### config.mk
export PLATFORM = sky130hd
export DESIGN_NAME = tuple_packet_deframer_unit_flat
export DESIGN_NICKNAME = d
export VERILOG_FILES = /design/src/rtl/tpd_pkg.sv /design/src/rtl/tpd_channel_if.sv /design/src/rtl/tpd_front.sv /design/src/rtl/tpd_queue.sv /design/src/rtl/tpd_back.sv /design/src/rtl/tuple_packet_deframer_unit.sv /design/src/flat_wrapper.sv
export SDC_FILE = /design/constraint.sdc
export NUM_CORES = 1
export LEC_CHECK = 0
export BUFFER_PORTS_ARGS = -buffer_cell sky130_fd_sc_hd__buf_2
export CORE_ASPECT_RATIO = 0.6
export CORE_MARGIN = 2
export CORE_UTILIZATION = 35
export DETAILED_ROUTE_END_ITERATION = 10
export HOLD_SLACK_MARGIN = 0.1
export PLACE_DENSITY = 0.53
export SETUP_SLACK_MARGIN = 0.1
export SLEW_MARGIN = 20
export SYNTH_ARGS = -nofsm -noshare
export SYNTH_HDL_FRONTEND = slang
export SYNTH_SLANG_ARGS = --single-unit
export TNS_END_PERCENT = 5
### constraint.sdc
create_clock -name clock -period 5.53 [get_ports clock]
set_clock_uncertainty 0.05 [all_clocks]
set_input_delay 0.8295 -clock clock [delete_from_list [all_inputs] [get_ports clock]]
set_output_delay 0.8295 -clock clock [all_outputs]
set_load 0.05 [all_outputs]
### src/rtl/tpd_pkg.sv
// Package for the tuple packet deframer: sizes, frame patterns, operation
// and state types shared by the front, queue and back modules.
// Depends on nothing.
`default_nettype none

package tpd_pkg;

   // Frame geometry.
   localparam int WINDOW_BYTES   = 1024;
   localparam int MAX_DATA_WORDS = 16;
   localparam int STORE_DEPTH    = MAX_DATA_WORDS + 2;
   localparam int TUPLE_BYTES    = 5;

   // Derived widths.
   localparam int ADDR_W  = $clog2(STORE_DEPTH);
   localparam int COUNT_W = $clog2(STORE_DEPTH + 1);
   localparam int WIN_W   = $clog2(WINDOW_BYTES);
   localparam int PHASE_W = $clog2(TUPLE_BYTES);

   // Queue between the front and the back.
   localparam int QUEUE_DEPTH = 4;
   localparam int QPTR_W      = $clog2(QUEUE_DEPTH);
   localparam int QCNT_W      = $clog2(QUEUE_DEPTH + 1);

   // Five-byte markers, newest byte lowest.
   localparam logic [39:0] HEADER_PATTERN = 40'hFE_FFFF_FFFF;
   localparam logic [39:0] FOOTER_PATTERN = 40'hFF_FFFF_FFFF;

   typedef enum logic {
      OP_STORE,
      OP_EMIT
   } op_kind_type;

   // One queued operation: store a word at addr, or read out entries 0..addr.
   typedef struct packed {
      op_kind_type       kind;
      logic [ADDR_W-1:0] addr;
      logic [31:0]       data;
   } op_type;

   typedef struct packed {
      logic   valid;
      op_type op;
   } queue_head_type;

   typedef enum logic [1:0] {
      KIND_CMD  = 2'd0,
      KIND_LEN  = 2'd1,
      KIND_DATA = 2'd2
   } word_kind_type;

   typedef enum logic {
      BACK_IDLE,
      BACK_EMIT
   } back_state_type;

endpackage

`default_nettype wire

### src/rtl/tpd_channel_if.sv
// Channel interfaces for the tuple packet deframer: received bytes in,
// packet words out. Depends on nothing.
`default_nettype none

interface tpd_byte_if;
   logic       valid;
   logic       ready;
   logic [7:0] rx_byte;

   modport source (output valid, output rx_byte, input ready);
   modport sink   (input valid, input rx_byte, output ready);
endinterface

interface tpd_word_if;
   logic               valid;
   logic               ready;
   logic [1:0]         word_kind;
   logic signed [31:0] word_value;
   logic [3:0]         data_index;
   logic               last_word;

   modport source (output valid, output word_kind, output word_value,
                   output data_index, output last_word, input ready);
   modport sink   (input valid, input word_kind, input word_value,
                   input data_index, input last_word, output ready);
endinterface

`default_nettype wire

### src/rtl/tpd_front.sv
// Front of the deframer: accepts bytes, tracks the window, header and tuple
// phase, and turns them into store and emit operations. Uses tpd_pkg.
`default_nettype none

module tpd_front
   import tpd_pkg::*;
(
   input  wire logic   clock,
   input  wire logic   reset,
   input  wire logic   byte_valid,
   input  wire logic [7:0] byte_data,
   output logic        byte_ready,
   input  wire logic   queue_full,
   output logic        push,
   output op_type      push_op
);

   logic [39:0]        recent_ff, recent_in;
   logic [WIN_W-1:0]   win_ff, win_in;
   logic               hdr_ff, hdr_in;
   logic [PHASE_W-1:0] phase_ff, phase_in;
   logic [COUNT_W-1:0] wcount_ff, wcount_in;
   logic               ovf_ff, ovf_in;

   logic               accept;
   logic               full_win;
   logic [PHASE_W-1:0] phase_next;
   logic [39:0]        shifted;

   assign byte_ready = !queue_full;
   assign accept     = byte_valid && byte_ready;
   assign shifted    = {recent_ff[31:0], byte_data};
   assign full_win   = win_ff >= WIN_W'(4);

   // Tuple phase counts bytes since the header modulo the tuple size.
   always_comb begin
      if (!hdr_ff) begin
         phase_next = phase_ff;
      end else if (phase_ff == PHASE_W'(TUPLE_BYTES - 1)) begin
         phase_next = '0;
      end else begin
         phase_next = phase_ff + PHASE_W'(1);
      end
   end

   // Byte classification and operation generation.
   always_comb begin
      recent_in = recent_ff;
      win_in    = win_ff;
      hdr_in    = hdr_ff;
      phase_in  = phase_ff;
      wcount_in = wcount_ff;
      ovf_in    = ovf_ff;
      push      = 1'b0;
      push_op   = '{kind: OP_STORE, addr: '0, data: shifted[31:0]};

      if (accept) begin
         recent_in = shifted;
         if (full_win && shifted == FOOTER_PATTERN) begin
            // A valid frame ends one byte past a tuple and holds two or more tuples.
            if (hdr_ff && phase_next == PHASE_W'(1) && wcount_ff >= COUNT_W'(3)) begin
               push         = 1'b1;
               push_op.kind = OP_EMIT;
               if (ovf_ff) begin
                  push_op.addr = ADDR_W'(STORE_DEPTH - 1);
               end else begin
                  push_op.addr = ADDR_W'(wcount_ff - COUNT_W'(2));
               end
            end
            win_in    = '0;
            hdr_in    = 1'b0;
            phase_in  = '0;
            wcount_in = '0;
            ovf_in    = 1'b0;
         end else begin
            if (full_win && shifted == HEADER_PATTERN) begin
               hdr_in    = 1'b1;
               phase_in  = '0;
               wcount_in = '0;
               ovf_in    = 1'b0;
            end else begin
               phase_in = phase_next;
               // The last byte of each tuple completes a word.
               if (hdr_ff && phase_next == '0) begin
                  if (wcount_ff < COUNT_W'(STORE_DEPTH)) begin
                     push         = 1'b1;
                     push_op.kind = OP_STORE;
                     push_op.addr = wcount_ff[ADDR_W-1:0];
                     wcount_in    = wcount_ff + COUNT_W'(1);
                  end else begin
                     ovf_in = 1'b1;
                  end
               end
            end
            // Window overflow forgets any header.
            if (win_ff == WIN_W'(WINDOW_BYTES - 1)) begin
               win_in    = '0;
               hdr_in    = 1'b0;
               phase_in  = '0;
               wcount_in = '0;
               ovf_in    = 1'b0;
            end else begin
               win_in = win_ff + WIN_W'(1);
            end
         end
      end
   end

   // Shift register of recent bytes needs no reset: matches wait for a full window.
   always_ff @(posedge clock) begin
      recent_ff <= recent_in;
   end

   always_ff @(posedge clock) begin
      if (reset) begin
         win_ff    <= '0;
         hdr_ff    <= 1'b0;
         phase_ff  <= '0;
         wcount_ff <= '0;
         ovf_ff    <= 1'b0;
      end else begin
         win_ff    <= win_in;
         hdr_ff    <= hdr_in;
         phase_ff  <= phase_in;
         wcount_ff <= wcount_in;
         ovf_ff    <= ovf_in;
      end
   end

endmodule

`default_nettype wire

### src/rtl/tpd_queue.sv
// Short operation queue between the deframer front and back.
// Uses tpd_pkg for the operation type and depth.
`default_nettype none

module tpd_queue
   import tpd_pkg::*;
(
   input  wire logic   clock,
   input  wire logic   reset,
   input  wire logic   push,
   input  wire op_type push_op,
   output logic        full,
   input  wire logic   pop,
   output queue_head_type head
);

   op_type             entry_ff [QUEUE_DEPTH];
   logic [QPTR_W-1:0]  wr_ptr_ff, wr_ptr_in;
   logic [QPTR_W-1:0]  rd_ptr_ff, rd_ptr_in;
   logic [QCNT_W-1:0]  count_ff, count_in;
   logic               do_push, do_pop;

   assign full       = count_ff == QCNT_W'(QUEUE_DEPTH);
   assign head.valid = count_ff != '0;
   assign head.op    = entry_ff[rd_ptr_ff];
   assign do_push    = push && !full;
   assign do_pop     = pop && head.valid;

   // Pointer and occupancy update.
   always_comb begin
      wr_ptr_in = wr_ptr_ff;
      rd_ptr_in = rd_ptr_ff;
      count_in  = count_ff;
      if (do_push) begin
         wr_ptr_in = (wr_ptr_ff == QPTR_W'(QUEUE_DEPTH - 1)) ? '0 : wr_ptr_ff + QPTR_W'(1);
      end
      if (do_pop) begin
         rd_ptr_in = (rd_ptr_ff == QPTR_W'(QUEUE_DEPTH - 1)) ? '0 : rd_ptr_ff + QPTR_W'(1);
      end
      if (do_push && !do_pop) begin
         count_in = count_ff + QCNT_W'(1);
      end else if (do_pop && !do_push) begin
         count_in = count_ff - QCNT_W'(1);
      end
   end

   always_ff @(posedge clock) begin
      if (do_push) begin
         entry_ff[wr_ptr_ff] <= push_op;
      end
   end

   always_ff @(posedge clock) begin
      if (reset) begin
         wr_ptr_ff <= '0;
         rd_ptr_ff <= '0;
         count_ff  <= '0;
      end else begin
         wr_ptr_ff <= wr_ptr_in;
         rd_ptr_ff <= rd_ptr_in;
         count_ff  <= count_in;
      end
   end

endmodule

`default_nettype wire

### src/rtl/tpd_back.sv
// Back of the deframer: executes queued operations, holds the word store
// and reads packets out through the output register. Uses tpd_pkg.
`default_nettype none

module tpd_back
   import tpd_pkg::*;
(
   input  wire logic    clock,
   input  wire logic    reset,
   input  wire queue_head_type head,
   output logic         pop,
   tpd_word_if.source   rsp_chan
);

   back_state_type     state_ff, state_in;
   logic [ADDR_W-1:0]  idx_ff, idx_in;
   logic [ADDR_W-1:0]  last_ff, last_in;
   logic [31:0]        store_ff [STORE_DEPTH];

   logic               out_valid_ff, out_valid_in;
   logic [1:0]         out_kind_ff, out_kind_in;
   logic [31:0]        out_value_ff;
   logic [3:0]         out_index_ff, out_index_in;
   logic               out_last_ff, out_last_in;

   logic               out_free;
   logic               out_load;
   logic               store_we;
   logic [ADDR_W+3:0]  data_pos;
   word_kind_type      kind;

   assign out_free = !out_valid_ff || rsp_chan.ready;
   assign data_pos = {4'b0, idx_ff} - (ADDR_W + 4)'(2);

   // Word kind follows the position in the packet.
   always_comb begin
      if (idx_ff == ADDR_W'(0)) begin
         kind = KIND_CMD;
      end else if (idx_ff == ADDR_W'(1)) begin
         kind = KIND_LEN;
      end else begin
         kind = KIND_DATA;
      end
   end

   // Operation sequencer and output register load.
   always_comb begin
      state_in     = state_ff;
      idx_in       = idx_ff;
      last_in      = last_ff;
      pop          = 1'b0;
      store_we     = 1'b0;
      out_load     = 1'b0;
      out_valid_in = out_valid_ff && !rsp_chan.ready;
      out_kind_in  = out_kind_ff;
      out_index_in = out_index_ff;
      out_last_in  = out_last_ff;

      unique case (state_ff)
         BACK_IDLE: begin
            if (head.valid) begin
               pop = 1'b1;
               if (head.op.kind == OP_STORE) begin
                  store_we = 1'b1;
               end else begin
                  idx_in   = '0;
                  last_in  = head.op.addr;
                  state_in = BACK_EMIT;
               end
            end
         end
         BACK_EMIT: begin
            if (out_free) begin
               out_load     = 1'b1;
               out_valid_in = 1'b1;
               out_kind_in  = kind;
               out_index_in = (kind == KIND_DATA) ? data_pos[3:0] : 4'd0;
               out_last_in  = idx_ff == last_ff;
               if (idx_ff == last_ff) begin
                  state_in = BACK_IDLE;
               end else begin
                  idx_in = idx_ff + ADDR_W'(1);
               end
            end
         end
         default: begin
            state_in = BACK_IDLE;
         end
      endcase
   end

   // Word store: written by store operations, read into the output register.
   always_ff @(posedge clock) begin
      if (store_we) begin
         store_ff[head.op.addr] <= head.op.data;
      end
      if (out_load) begin
         out_value_ff <= store_ff[idx_ff];
      end
   end

   always_ff @(posedge clock) begin
      idx_ff       <= idx_in;
      last_ff      <= last_in;
      out_kind_ff  <= out_kind_in;
      out_index_ff <= out_index_in;
      out_last_ff  <= out_last_in;
   end

   always_ff @(posedge clock) begin
      if (reset) begin
         state_ff     <= BACK_IDLE;
         out_valid_ff <= 1'b0;
      end else begin
         state_ff     <= state_in;
         out_valid_ff <= out_valid_in;
      end
   end

   assign rsp_chan.valid      = out_valid_ff;
   assign rsp_chan.word_kind  = out_kind_ff;
   assign rsp_chan.word_value = out_value_ff;
   assign rsp_chan.data_index = out_index_ff;
   assign rsp_chan.last_word  = out_last_ff;

endmodule

`default_nettype wire

### src/rtl/tuple_packet_deframer_unit.sv
// Top level of the tuple packet deframer: front, operation queue and back.
// Uses tpd_pkg, tpd_byte_if, tpd_word_if, tpd_front, tpd_queue, tpd_back.
//
// Usage:
//   req_chan carries one received byte per request (rx_byte). rsp_chan
//   carries the words of each recovered packet: the command word, the
//   length word, then the data words, with last_word set on the final one.
//   Bytes that complete a tuple or a footer place at most one operation in a
//   four-entry queue. The back writes stored words and reads a packet out
//   at one word per cycle while rsp_chan is not stalled.
//   The emit operation for a packet passes through the queue and the back's
//   emit state before its first word is registered for rsp_chan.
//   req_chan.ready falls only while the queue is full, which happens when
//   the receiver stalls rsp_chan or a readout is still in progress; a
//   stalled word stays in the output register until taken.
//   Reset clears the window, the header state, the queue and the output;
//   the word store keeps its contents and is rewritten before any read.
`default_nettype none

module tuple_packet_deframer_unit
   import tpd_pkg::*;
(
   input  wire logic  clock,
   input  wire logic  reset,
   tpd_byte_if.sink   req_chan,
   tpd_word_if.source rsp_chan
);

   logic           queue_full;
   logic           push;
   op_type         push_op;
   logic           pop;
   queue_head_type head;

   // Byte classification.
   tpd_front u_front (
      .clock      (clock),
      .reset      (reset),
      .byte_valid (req_chan.valid),
      .byte_data  (req_chan.rx_byte),
      .byte_ready (req_chan.ready),
      .queue_full (queue_full),
      .push       (push),
      .push_op    (push_op)
   );

   // Decoupling queue.
   tpd_queue u_queue (
      .clock   (clock),
      .reset   (reset),
      .push    (push),
      .push_op (push_op),
      .full    (queue_full),
      .pop     (pop),
      .head    (head)
   );

   // Word store and packet readout.
   tpd_back u_back (
      .clock    (clock),
      .reset    (reset),
      .head     (head),
      .pop      (pop),
      .rsp_chan (rsp_chan)
   );

endmodule

`default_nettype wire

### src/flat_wrapper.sv
// flat-port wrapper written by rule: the top's interface ports become plain ports
module tuple_packet_deframer_unit_flat import tpd_pkg::*;
  (clock, reset, req_chan_valid, req_chan_rx_byte, req_chan_ready, rsp_chan_valid, rsp_chan_word_kind, rsp_chan_word_value, rsp_chan_data_index, rsp_chan_last_word, rsp_chan_ready);
  tpd_byte_if req_chan_i ();
  tpd_word_if rsp_chan_i ();
  input  wire logic clock;
  input  wire logic reset;
  input wire logic [$bits(req_chan_i.valid)-1:0] req_chan_valid;
  input wire logic [$bits(req_chan_i.rx_byte)-1:0] req_chan_rx_byte;
  output wire logic [$bits(req_chan_i.ready)-1:0] req_chan_ready;
  output wire logic [$bits(rsp_chan_i.valid)-1:0] rsp_chan_valid;
  output wire logic [$bits(rsp_chan_i.word_kind)-1:0] rsp_chan_word_kind;
  output wire logic [$bits(rsp_chan_i.word_value)-1:0] rsp_chan_word_value;
  output wire logic [$bits(rsp_chan_i.data_index)-1:0] rsp_chan_data_index;
  output wire logic [$bits(rsp_chan_i.last_word)-1:0] rsp_chan_last_word;
  input wire logic [$bits(rsp_chan_i.ready)-1:0] rsp_chan_ready;
  assign req_chan_i.valid = req_chan_valid;
  assign req_chan_i.rx_byte = req_chan_rx_byte;
  assign req_chan_ready = req_chan_i.ready;
  assign rsp_chan_valid = rsp_chan_i.valid;
  assign rsp_chan_word_kind = rsp_chan_i.word_kind;
  assign rsp_chan_word_value = rsp_chan_i.word_value;
  assign rsp_chan_data_index = rsp_chan_i.data_index;
  assign rsp_chan_last_word = rsp_chan_i.last_word;
  assign rsp_chan_i.ready = rsp_chan_ready;
  tuple_packet_deframer_unit u_core (.clock(clock), .reset(reset), .req_chan(req_chan_i), .rsp_chan(rsp_chan_i));
endmodule
==> key figures <==
Finish
  – Non-filler cells, final: 2836
  – Nets: 1595
  – Share of cells above drive strength 1: 25.09%
  – Final antenna diode count: 0
  – Layout area overhead: 13.23%

Detailed routing
  – Max Used Layer: met5
  – Initial detailed-routing violation count: 1309
  – Final wirelength: 71500 um
  – Met2 wire length: 30890 um
  – Drt first pass iters: 7
  – Antenna-violating nets left: 0
  – Routed WL per cell: 25.21 um
  – Total number of vias: 14611
  – Via density: 5.152
  – Met1 WL: 35110 um
  – DR WL met3: 3923 um
  – Post-route DRC violation count: 0

Timing
  – Relative slew margins: 31.38%
  – Hold Slack: 0.3720 ns
  – Min cycle time layout: 3.742 ns
  – Setup TNS: 0 ns
  – Worst slew pin tran: 1.029 ns
  – Slew Limit Fails: 0
  – Setup violators final: 0
  – Fmax: 0.2672 GHz
  – Final Hold Vio Count: 0
  – Tcrit/Tclk final: 67.66%
  – RSZ-0062 raised after global routing: false
  – Final setup margin: 1.788 ns

GRT
  – Largest net degree at the start of global routing: 134
  – Number of global-route vias before repair: 14947
  – First-pass GRT wire length: 104100 um
  – Initial antenna violation count: 3
  – Tot GR Track Use: 15.37%
  – GRT overflow: 0

Pwr
  – Flop pwr share: 53.5%
  – Clock Power Share: 33.1%
  – Switching Fraction: 25.80%
  – Pint: 11080 uW
  – Comb pwr share: 13.4%
  – LEAKAGE: 0.01137 uW
  – Power density cells: 412.4 nW/um^2
  – Sw Pwr: 3854 uW
  – Maximum vdd ir drop: 0.2023 mV

Critical path
  – Crit path DAT: 4.04 ns
  – Crit path kind: flop to flop
  – Crit path capture type: flop
  – Crit path launch type: flop
  – Worst EP required: 5.83 ns
  – Critical Path Fanout Max: 28

Die
  – Initial Utilization: 35.51%
  – Core ar.: 90080 um^2
  – Die Width: 394.3 um
  – Ports: 53
  – Die height: 238.2 um
  – Die ar.: 93900 um^2
  – Row Count: 85

Placement
  – RePlAce Congestion: 0.7671
  – Port bufs: 52
  – Cells after DPL: 2703
  – Pre-CTS WS: 1.394 ns
  – DP Wirelength: 42300 um

Logic synthesis
  – Yosys warns: 0
  – Post-Syn Nets: 1492
  – Gate Count Post-Synth: 1460
  – Cell Area, Synth: 31980 um^2
  – Register area share after synthesis: 77.89%
  – FFs w/ async S/R, synth: 0%
  – Mapped Avg Cell Area: 21.91 um^2
  – Synth Register Bits: 840
  – Post-synth top flop: edfxtp_1
  – Post-synth EDFFs: 809
  – Synth cell types: 52

CTS
  – Hold buffer count at cts: 0
  – Clock transition at path regs: 0.07 ns
  – Clk_lat worst skew: 0.66 ns
  – Clk sinks: 840
  – Clock Root Buffer: clkbuf_16
  – Post-CTS setup buffer count: 0
  – CTS tree: built
  – Clk buf depth: 3
  – Htree depth: 3
  – CTS buffer count: 76
  – Cts repair resizes: 0

Flow run
  – Maximum capacitance violations: 0

Run status
  – Status: complete, no violations

Worst hold path
  – Worst hold path type: input pin to flop
cells by family (layout without fill, tap and decap cells):
group | Yosys count | in the layout | synth area share [%]
AO/OA/AOI/OAI | 75 | 75 | 1.342
XOR/XNOR | 20 | 20 | 0.5477
adder cells (fa/ha/maj) | 20 | 20 | 0.8059
buffers and inverters | 86 | 244 | 1.322
flip-flops | 840 | 840 | 77.89
multiplexers | 232 | 232 | 15.17
AND/OR/NAND/NOR | 187 | 187 | 2.918
synth_stat cells, types with 4 or more instances:
cell type  count  area [um^2]
mux4_1        14        367.9
clkbuf_1      22        82.58
or3_1          5        31.28
xnor2_1        8        70.07
buf_6          5        56.30
xor2_1        12        105.1
a21oi_1       50        250.2
mux4_2       184         4144
nand4_1       14        87.58
buf_4         10        75.07
buf_1          6        22.52
edfxtp_1     809        24290
o21ai_0        9        45.04
nor2_1        86        322.8
nand3_1       11        55.05
nand2_1       25        93.84
nand2b_1       4        25.02
ha_1          19        237.7
dfxtp_1       31        620.6
nor3_1        10        50.05
buf_2         20        100.1
inv_1         23        86.33
nor2b_1        8        50.05
mux2i_1       34        340.3
critical path: stages (launching register included):
cell and delay, ns:
dfxtp_1 0.44, inv_1 0.07, ha_1 0.31, nand2b_1 0.17, a221oi_1 0.42, and4_1 0.52, nor2_2 0.22, nor2b_4 0.84
buf_4 0.36
final timing paths:
check | start | end | slack [ns] | depth (start not counted)
setup reg to reg | u_core.u_front.phase_ff[0] | u_core.u_queue.entry_ff[3][11] | 1.79 | 8
hold reg to reg | u_core.u_front.win_ff[0] | u_core.u_front.win_ff[0] | 0.43 | 2
hold / removal | req_chan_rx_byte[4] | u_core.u_queue.entry_ff[1][4] | 0.37 | 1
setup / recovery | u_core.u_front.phase_ff[0] | u_core.u_queue.entry_ff[3][11] | 1.79 | 8
sequential cells by signal, indices dropped and copies added, names as in the netlist, named ones only:
| name | cells |
|---|---|
| u_core.u_front.recent_ff | 32 |
| u_core.u_back.state_ff | 1 |
| u_core.u_back.rsp_chan.word_value | 32 |
| u_core.u_queue.rd_ptr_ff | 2 |
| u_core.u_back.idx_ff | 5 |
| u_core.u_back.rsp_chan.last_word | 1 |
| u_core.u_back.rsp_chan.word_kind | 2 |
| u_core.u_back.store_ff | 576 |
| u_core.u_front.phase_ff | 3 |
| u_core.u_back.last_ff | 5 |
| u_core.u_back.rsp_chan.valid | 1 |
| u_core.u_front.win_ff | 10 |
| u_core.u_front.ovf_ff | 1 |
| u_core.u_front.hdr_ff | 1 |
| u_core.u_queue.count_ff | 3 |
| u_core.u_back.rsp_chan.data_index | 4 |
| u_core.u_front.wcount_ff | 5 |
| u_core.u_queue.entry_ff | 152 |
| u_core.u_queue.wr_ptr_ff | 2 |
per-stage QoR:
step           util (%)  cell area, um^2  power, uW
6_report          40.20            36210      14940
3_3_place_gp      37.67            33930      10100
2_1_floorplan         -            31980       9300
3_5_place_dp      37.67            33930      10170
5_1_grt           40.20            36210      15510
4_1_cts           40.20            36210      15130
area by class of cell:
cell class,instances,area (um^2)
clock buffer,90,1954
clock inverter,43,326.6
fill,7910,53870
inverter,23,86.33
multi-input combinational,534,6814
sequential,840,24920
tap,1218,1524
timing repair buffer,88,593.1
metal layers:
layer	GRT usage (%)	vias up
met5	0	-
li1	-	6262
met1	23.32	7853
met2	22.29	396
met3	3.326	98
met4	4.203	2
power by group through the flow:
stage / sequential, uW / combinational [uW] / clock (uW)
after floorplan: 8090 / 1210 / 0
after global placement: 8110 / 1980 / 0
after detailed placement: 8130 / 2040 / 0
after CTS: 7990 / 2040 / 5100
after global routing: 8020 / 2160 / 5340
final: 7990 / 1990 / 4950
layout by cell type (no fill, tap or decap), types with 3 or more instances in the layout:
master,count
nand3_1,11
mux4_1,14
buf_12,5
nor2b_1,4
inv_1,23
inv_6,3
buf_2,52
nor4_1,3
nor3_1,10
o21ai_0,9
nor2_1,68
xor2_1,12
clkinv_1,20
and4_1,3
a21oi_1,50
nand2_1,25
buf_4,31
nor4_2,3
clkbuf_1,14
clkbuf_16,76
edfxtp_1,809
mux4_2,184
mux2i_1,34
nor2_4,18
nand2b_1,4
xnor2_1,8
or3_1,5
ha_1,19
dfxtp_1,29
nor2b_4,4
nand4_1,14
clkinv_2,10
Power figures use the tool's default switching activity.
